===== config.mk =====
export PLATFORM = sky130hd
export DESIGN_NAME = iase_cell
export DESIGN_NICKNAME = d
export VERILOG_FILES = /design/src/iase_pkg.sv /design/src/iase_cell.sv
export SDC_FILE = /design/constraint.sdc
export NUM_CORES = 1
export LEC_CHECK = 0
export BUFFER_PORTS_ARGS = -buffer_cell sky130_fd_sc_hd__buf_4
export CORE_ASPECT_RATIO = 1.2
export CORE_MARGIN = 2
export CORE_UTILIZATION = 30
export DETAILED_ROUTE_END_ITERATION = 16
export PLACE_DENSITY_LB_ADDON = 0.3
export SLEW_MARGIN = 20
export SYNTH_ARGS = -nofsm -noshare
export SYNTH_HDL_FRONTEND = slang
export SYNTH_SLANG_ARGS = --single-unit
export TNS_END_PERCENT = 10

===== constraint.sdc =====
create_clock -name clk -period 4.57 [get_ports clk]
set_input_delay 0.6855 -clock clk [delete_from_list [all_inputs] [get_ports clk]]
set_output_delay 0.6855 -clock clk [all_outputs]
set_load 0.05 [all_outputs]

===== src/iase_pkg.sv =====
// ============================================================================
// iase_pkg
// Types and codes shared by the insertable array search engine and its cells.
// ============================================================================
package iase_pkg;

    localparam int DATA_W    = 32;
    localparam int CNT_W     = 7;
    localparam int STATUS_W  = 3;
    localparam int CMD_W     = 2;
    localparam int MAX_DEPTH = 64;

    localparam logic [CMD_W-1:0] CMD_INSERT = 2'd0;
    localparam logic [CMD_W-1:0] CMD_SEARCH = 2'd1;
    localparam logic [CMD_W-1:0] CMD_READ   = 2'd2;

    localparam logic [STATUS_W-1:0] ST_OK     = 3'd0;
    localparam logic [STATUS_W-1:0] ST_BADPOS = 3'd1;
    localparam logic [STATUS_W-1:0] ST_FULL   = 3'd2;
    localparam logic [STATUS_W-1:0] ST_MISS   = 3'd3;
    localparam logic [STATUS_W-1:0] ST_EMPTY  = 3'd4;

    typedef enum logic [1:0] {
        CELL_HOLD,
        CELL_INSERT,
        CELL_ROTATE
    } cell_op_t;

    // Broadcast control for every cell of the chain
    typedef struct packed {
        cell_op_t                 op;
        logic [CNT_W-1:0]         ins_idx;   // 0-based insert slot
        logic [CNT_W-1:0]         count;     // entries currently held
        logic signed [DATA_W-1:0] ins_val;   // value written at the insert slot
        logic signed [DATA_W-1:0] key;       // search key
        logic signed [DATA_W-1:0] head;      // value of cell 0, wraps on rotate
    } cell_ctl_t;

endpackage


===== src/iase_cell.sv =====
// ============================================================================
// iase_cell
// One storage cell of the chain: holds one entry, shifts up on insert,
// shifts down on readout rotation, and compares against the search key.
// ============================================================================
module iase_cell #(
    parameter int IDX = 0
) (
    input  logic                          clk,
    input  iase_pkg::cell_ctl_t           ctl,
    input  logic signed [iase_pkg::DATA_W-1:0] prev_value,
    input  logic signed [iase_pkg::DATA_W-1:0] next_value,
    output logic signed [iase_pkg::DATA_W-1:0] value_out,
    output logic                          match
);
    import iase_pkg::*;

    localparam logic [CNT_W-1:0] IDX_C = CNT_W'(IDX);

    logic signed [DATA_W-1:0] cell_value_reg;
    logic signed [DATA_W-1:0] cell_value_next;
    logic                     in_use;

    assign in_use    = (IDX_C < ctl.count);
    assign value_out = cell_value_reg;
    assign match     = in_use && (cell_value_reg == ctl.key);

    always_comb
    begin
        cell_value_next = cell_value_reg;
        case (ctl.op)
            CELL_INSERT:
            begin
                // write the new entry at its slot, push later entries up
                if (IDX_C == ctl.ins_idx)
                    cell_value_next = ctl.ins_val;
                else if (IDX_C > ctl.ins_idx)
                    cell_value_next = prev_value;
            end
            CELL_ROTATE:
            begin
                // advance toward cell 0; the last used cell takes the head
                if (in_use)
                begin
                    if (IDX_C == ctl.count - CNT_W'(1))
                        cell_value_next = ctl.head;
                    else
                        cell_value_next = next_value;
                end
            end
            default:
            begin
                cell_value_next = cell_value_reg;
            end
        endcase
    end

    always_ff @(posedge clk)
    begin
        cell_value_reg <= cell_value_next;
    end

endmodule


# Yosys cells after proc, flatten, opt, wreduce, memory -nomap -nowiden
# Cells that the tools add are included.
[word_totals]
regBits = 32
word_cells = 19
out_inout_bits = 33
[classes]
addsub = 1
eq_ne = 5
n_lt_le_gt_ge = 2
n_reduce_logical = 5
mux = 5
[op_table]
columns = ["operator", "n"]
rows = [
  ["2-to-1 mux 32 bit", 4],
  ["case mux 32 bit (2 select lines)", 1],
  ["equality test 32 bit", 1],
  ["zero test 7 bit", 2],
  ["greater-than comparator 1 x 7 -> 1 bit (first input constant)", 1],
  ["< comparator 1 x 7 -> 1 bit (first input constant)", 1],
  ["subtractor 7 x 1 -> 7 bit (second input constant)", 1],
  ["inequality test 3 bit (second input constant)", 1],
  ["AND reduction 3 bit", 1],
  ["equality test 2 x 1 -> 1 bit (second input constant)", 1],
  ["equality test 2 bit (second input constant)", 1],
  ["inequality test 2 bit (second input constant)", 1],
  ["nonzero test 2 bit", 1],
  ["logical AND 1 bit", 1],
]

# Logic depth before layout (Yosys ltp)
# Gate-level depths: netlist (run 1).
[depth]
depth_word = 5
depth_mapped = 6
depth_no_buf = 4

# Worst setup path after synthesis (run 1)
# No wires, ideal clock.
[synth_path]
path_type = "input to register"
from = "input port ctl[110] (netlist name)"
to = "register cell_value_reg[0], in the netlist value_out[0] (enable)"
setup_time_ns = 0.466
n_path_buf = 2
path_slack_ns = 0.577
cell_stages = 4
arrival_time_ns = 3.528
cell_sequence = "nand2b_1 -> clkbuf_1 -> buf_1 -> o21ai_0"
[synth_between]
elab_chain_len = 3
elab_cells_between_ends = 6
classes_between = "4 x eq/ne; 2 x reduce/logical"
[synth_lines]
columns = ["item", "line_no", "text"]
rows = [
  ["start: declaration", "iase_cell.sv:10", "input iase_pkg::cell_ctl_t ctl,"],
  ["equality test 2 x 1 -> 1 bit or equality test 2 bit (tied branches)", "iase_cell.sv:31", "case (ctl.op)"],
  ["inequality test 3 bit (no line) (tied with other cells)", "n/a", ""],
  ["AND reduction 3 bit (no line) (*)", "n/a", ""],
  ["end signal: assignment", "iase_cell.sv:60", "cell_value_reg <= cell_value_next;"],
  ["end: declaration", "iase_cell.sv:20", "logic signed [DATA_W-1:0] cell_value_reg;"],
]
# Mark *: on every way between the ends. The rest lies on a longest branch, timed or not.
# A chain may end at the register's enable or synchronous reset.

# Final worst setup path (run 1)
[layout_path]
from = "input port ctl[58] (netlist name)"
to = "output port match"
[layout_between]
elab_chain_len = 2
[layout_lines]
columns = ["item", "line_no", "text"]
rows = [
  ["equality test 32 bit", "iase_cell.sv:26", "assign match = in_use && (cell_value_reg == ctl.key);"],
  ["logical AND 1 bit", "iase_cell.sv:26", ""],
  ["end: declaration", "iase_cell.sv:14", "output logic match"],
]
# Every way passes these cells.

==> run summary, run 1 <==
fraction of layout cells with a size suffix above 1: 47.9%
# rows: 35
post-synthesis area per instance: 8.74 um^2
Die Y-Extent: 102 um
All-Layer GR Usage: 21.1%
max reg flops: 32
worst-path cell chain: buf_4 -> xor2_1 -> nor4_1 -> nand4_1 -> nor3_1 -> buf_4
nets: 645
met2 wire len: 5190 um
sequential share of the synthesized area: 40.4%
H-tree depth: 2
DIE WIDTH: 85.3 um
max_cap viols: 0
Max stage delay on crit path: 0.57 ns
clk buf depth: 2
FF/Latch Area: 961 um^2
post-placement cell area: 0.00396 mm^2
P_leak: 1.92 nW
Synth Area in Adders: 0%
CP Max Fanout: 1
fin. max-slew vios: 0
unrepaired setup endpoints after global routing: no
clock root buffer master: clkbuf_8
largest net degree at the start of global routing: 65
Final ANT Viol Nets: 0
FILL cells: 744
Initial Util: 30.8%
DP Wirelength: 7230 um
post-CTS setup repair buffer count: 0
Met1 Wirelength: 3550 um
setup TNS: 0 ns
Area growth syn-to-layout: 70.9%
Synth Area in Compound Gates: 20.4%
Ys Warns: 0
Buf/Inv on CP: 2
synthesized net count: 449
per-cell routed wire length: 17.1 um
status: completed
Slew @ Worst Pin: 0.793 ns
DRT iter0 DRCs: 132
Met3 Wirelength: 732 um
Power Total: 0.904 mW
Area contributors post-synth: edfxtp_1 40%, nand2_1 15%, a32oi_1 12%, xor2_1 12%, a31oi_1 8.4%
RePlAce Congestion: 0.820
most frequent cells in the layout: 213 x buf_4, 96 x nand2_1
commonest non-fill, non-tap cell in the layout: buf_4
DR vias: 2923
initial antenna violation count: 0
Hold Fails Final Rpt: 0
Synth cell types: 21
worst hold path class: in -> reg
delay-heaviest family, CP: simple AND/OR/NAND/NOR gates
Tmin final: 2.97 ns
final wirelength: 9590 um
routed vias/inst: 5.22
Final setup viols: 0
crit-path most repeated cell: buf_4
max layer used: met4
Crit Path Category: in -> out
post-synthesis mux area share: 0%
largest family of logic cells by synthesized area: simple AND/OR/NAND/NOR gates
Worst-path clk slew: 0.07 ns
final instance area: 0.00406 mm^2
total clock sinks: 32
Syn Inst Count: 272
Final Cycle Share: 65.0%
area taken by multi-input logic gates: 0.00128 mm^2
#FFs+latches synth: 32
Synth Cell Area: 0.00238 mm^2
core area: 0.00771 mm^2
Post-Synth Simple-Gate Area: 21.2%
Detailed Routing Iterations Pass 1: 4
global-route wire length before repair: 14300 um
xor-xnor portion of the synthesized cell area: 11.8%
Critical Path Sink Type: primary output
Max VDD drop: 0.000124 V
vias in the first global route: 2924
Worst EP arrival: 2.29 ns
Die ar.: 0.00866 mm^2
Ant. Diodes: 0
dominant cell type by area after synthesis: edfxtp_1
CP required: 3.88 ns
# IOs: 210
top cell type's share of synthesized area: 40.4%
Startpoint Class: input port
maximum clock rate: 336 MHz
CTS tree: yes
grt ovf: 0
number of gates resized after cts: 0
final core occ: 52.7%
I/O Buffers: 209
CTS buffer count: 5
pwr dens: 222 mW/mm^2
CTS Hold Buffers Added: 0
DRC: 0
CP max-delay cell: nor4_1
Slew HR: 47.0%
layer usage:
layer	global-route usage, %	up-vias
met5	0	-
met4	5.13	0
met3	4.56	8
met2	39.4	141
met1	24.5	1370
li1	-	1404
kinds of logic after synthesis:
kind of cell,Yosys count
buffers and inverters,25
AND/OR/NAND/NOR,118
flip-flops,32
XOR/XNOR,32
AO/OA/AOI/OAI,65
final timing paths:
check            from             to  slack [ns]  cells past startpoint
min    next_value[31]  value_out[31]        0.77                      3
max           ctl[58]          match        1.60                      6
layout make-up:
cell class | instances | share of cell area, %
timing repair buffer | 214 | 40.0
multi-input combinational | 215 | 31.6
sequential | 32 | 23.6
tap | 92 | 2.83
clock buffer | 5 | 1.69
clock inverter | 2 | 0.185
synthesized netlist by cell type:
| cell | n |
|---|---|
| nand2_1 | 97 |
| a31oi_1 | 32 |
| a32oi_1 | 32 |
| edfxtp_1 | 32 |
| xor2_1 | 32 |
| clkbuf_1 | 12 |
| nor4_1 | 8 |
| buf_6 | 5 |
| buf_2 | 4 |
| buf_4 | 3 |
| and2_1 | 2 |
| nand4_1 | 2 |
| nor3_1 | 2 |
| nor4_2 | 2 |
| buf_1 | 1 |
| nand2b_1 | 1 |
| nand3_1 | 1 |
| nand3b_1 | 1 |
| nor2_1 | 1 |
| nor2b_1 | 1 |
| o21ai_0 | 1 |
power breakdown:
group | total, mW | internal, mW | switching, mW
Combinational | 0.331 | 0.162 | 0.169
Sequential | 0.369 | 0.353 | 0.0165
Clock | 0.204 | 0.100 | 0.103
metrics by stage:
| stage | hold WS (ns) | std cells | worst slack, ns |
|---|---|---|---|
| floorplan | 0.934 | 272 | 0.577 |
| global placement | 1.05 | 552 | 1.61 |
| detailed placement | 1.06 | 552 | 1.66 |
| CTS | 0.759 | 559 | 1.66 |
| global route | 0.761 | 560 | 1.47 |
| finish | 0.766 | 560 | 1.60 |
Power figures use the tool's default switching activity.
==> inputs of run 2 (changes only) <==
==> constraint.sdc (replaced) <==
create_clock -name clk -period 2.9 [get_ports clk]
set_input_delay 0.435 -clock clk [delete_from_list [all_inputs] [get_ports clk]]
set_output_delay 0.435 -clock clk [all_outputs]
set_load 0.05 [all_outputs]
==> run 2 against run 1 <==
  * Count of clock-buffer cells in the layout is 2 higher
  * Largest cell class unchanged
  * Largest power group unchanged
  * Non-clock buffer count is 2 higher
  * Flip-flop and latch count stayed put
  * Cell count is 0.54% higher
  * Combinational power is 55% higher
  * Critical path type is now reg -> out
  * Critical path depth is 1 lower
  * Core utilization hardly changed
  * Global-route usage hardly changed
  * First-iteration DRC count is 17% lower
==> run summary, run 2 (synthesized netlist as in run 1, its figures left out) <==
setup TNS: 0 ns (unchanged)
Worst EP arrival: 1.98 ns (was 2.29 ns)
vias in the first global route: 2892 (was 2924)
Area growth syn-to-layout: 70.8% (was 70.9%)
per-cell routed wire length: 17.0 um (was 17.1 um)
final instance area: 0.00406 mm^2 (about the same)
I/O Buffers: 209 (unchanged)
delay-heaviest family, CP: simple AND/OR/NAND/NOR gates (unchanged)
setup slack at placement: 0.652 ns (was 1.66 ns)
Initial Util: 30.8% (unchanged)
Die ar.: 0.00866 mm^2 (unchanged)
Slew HR: 30.8% (was 47.0%)
Power Total: 1.43 mW (was 0.904 mW)
Met3 Wirelength: 790 um (was 732 um)
P_leak: 1.92 nW (about the same)
fraction of layout cells with a size suffix above 1: 47.8% (was 47.9%)
max layer used: met4 (unchanged)
number of gates resized after cts: 0 (unchanged)
# rows: 35 (unchanged)
Buf/Inv on CP: 1 (was 2)
Max stage delay on crit path: 0.44 ns (was 0.57 ns)
worst hold path stage count: 3 (unchanged)
max_cap viols: 0 (unchanged)
Hold Fails Final Rpt: 0 (unchanged)
final core occ: 52.7% (about the same)
met2 wire len: 5110 um (was 5190 um)
hold endpoint: value_out[15] (was value_out[31])
Final setup viols: 0 (unchanged)
FILL cells: 748 (was 744)
post-placement cell area: 0.00398 mm^2 (was 0.00396 mm^2)
CTS buffer count: 5 (unchanged)
clock root buffer master: clkbuf_8 (unchanged)
DRC: 0 (unchanged)
worst-path cell chain: xor2_1 -> nor4_1 -> nand4_1 -> nor3_1 -> buf_4 (was buf_4 -> xor2_1 -> nor4_1 -> nand4_1 -> nor3_1 -> buf_4)
core area: 0.00771 mm^2 (unchanged)
RePlAce Congestion: 0.845 (was 0.820)
initial antenna violation count: 0 (unchanged)
DIE WIDTH: 85.3 um (unchanged)
Final ANT Viol Nets: 0 (unchanged)
largest net degree at the start of global routing: 65 (unchanged)
Ant. Diodes: 0 (unchanged)
CP Max Fanout: 2 (was 1)
nets: 647 (was 645)
post-CTS setup repair buffer count: 0 (unchanged)
commonest non-fill, non-tap cell in the layout: buf_4 (unchanged)
Placed Cells: 555 (was 552)
routed vias/inst: 5.18 (was 5.22)
All-Layer GR Usage: 21.1% (about the same)
most frequent cells in the layout: 216 x buf_4, 97 x nand2_1 (was 213 x buf_4, 96 x nand2_1)
Final Cycle Share: 83.2%
status: completed (unchanged)
CTS Hold Buffers Added: 0 (unchanged)
WHS: 0.512 ns (was 0.766 ns)
Non-Filler Instances: 563 (was 560)
maximum clock rate: 415 MHz
grt ovf: 0 (unchanged)
Max VDD drop: 0.000181 V (was 0.000124 V)
CP required: 2.47 ns (was 3.88 ns)
pwr dens: 352 mW/mm^2 (was 222 mW/mm^2)
unrepaired setup endpoints after global routing: no (unchanged)
total clock sinks: 32 (unchanged)
clk buf depth: 2 (unchanged)
H-tree depth: 2 (unchanged)
global-route wire length before repair: 14200 um (was 14300 um)
DR vias: 2915 (was 2923)
Crit Path Category: reg -> out (was in -> out)
DRT iter0 DRCs: 110 (was 132)
hold path start: next_value[15] (was next_value[31])
Detailed Routing Iterations Pass 1: 4 (unchanged)
Startpoint Class: flip-flop (was input port)
Die Y-Extent: 102 um (unchanged)
CP max-delay cell: edfxtp_1 (was nor4_1)
CTS tree: yes (unchanged)
Slew @ Worst Pin: 1.03 ns (was 0.793 ns)
final wirelength: 9590 um (about the same)
final setup margin: 0.488 ns (was 1.60 ns)
Met1 Wirelength: 3570 um (was 3550 um)
fin. max-slew vios: 0 (unchanged)
worst hold path class: in -> reg (unchanged)
max reg flops: 32 (unchanged)
Worst-path clk slew: 0.07 ns (about the same)
# IOs: 210 (unchanged)
DP Wirelength: 7360 um (was 7230 um)
Critical Path Sink Type: primary output (unchanged)
Tmin final: 2.41 ns
run 2: how the worst max path moves through the flow:
stage | slack (ns) | from | cells past startpoint | endpoint
floorplan | 0.03 | ctl[110] | 4 | value_out[0]
global placement | 0.62 | ctl[53] | 6 | match
detailed placement | 0.65 | ctl[53] | 6 | match
CTS | 0.47 | value_out[21] | 5 | match
global route | 0.36 | value_out[25] | 5 | match
finish | 0.49 | value_out[25] | 5 | match
run 2: area by class of cell:
type	count	area, um^2	share of cell area (%)
Clock buffer	7	76.3	1.88
Clock inverter	1	3.75	0.0925
Multi-Input combinational cell	215	1280	31.6
Sequential cell	32	961	23.7
Tap cell	92	115	2.84
Timing Repair Buffer	216	1620	39.9
run 2: where the power goes:
part	switching, mW	leakage, nW	total, mW	internal (mW)
clock	0.163	0.0399	0.330	0.167
sequential	0.0281	0.305	0.584	0.556
combinational	0.261	1.58	0.513	0.253
run 2: metal layers:
metal / global-route usage, % / vias up
li1: - / 1409
met2: 38.9 / 145
met1: 24.8 / 1353
met5: 0 / -
met4: 5.13 / 0
met3: 4.56 / 8
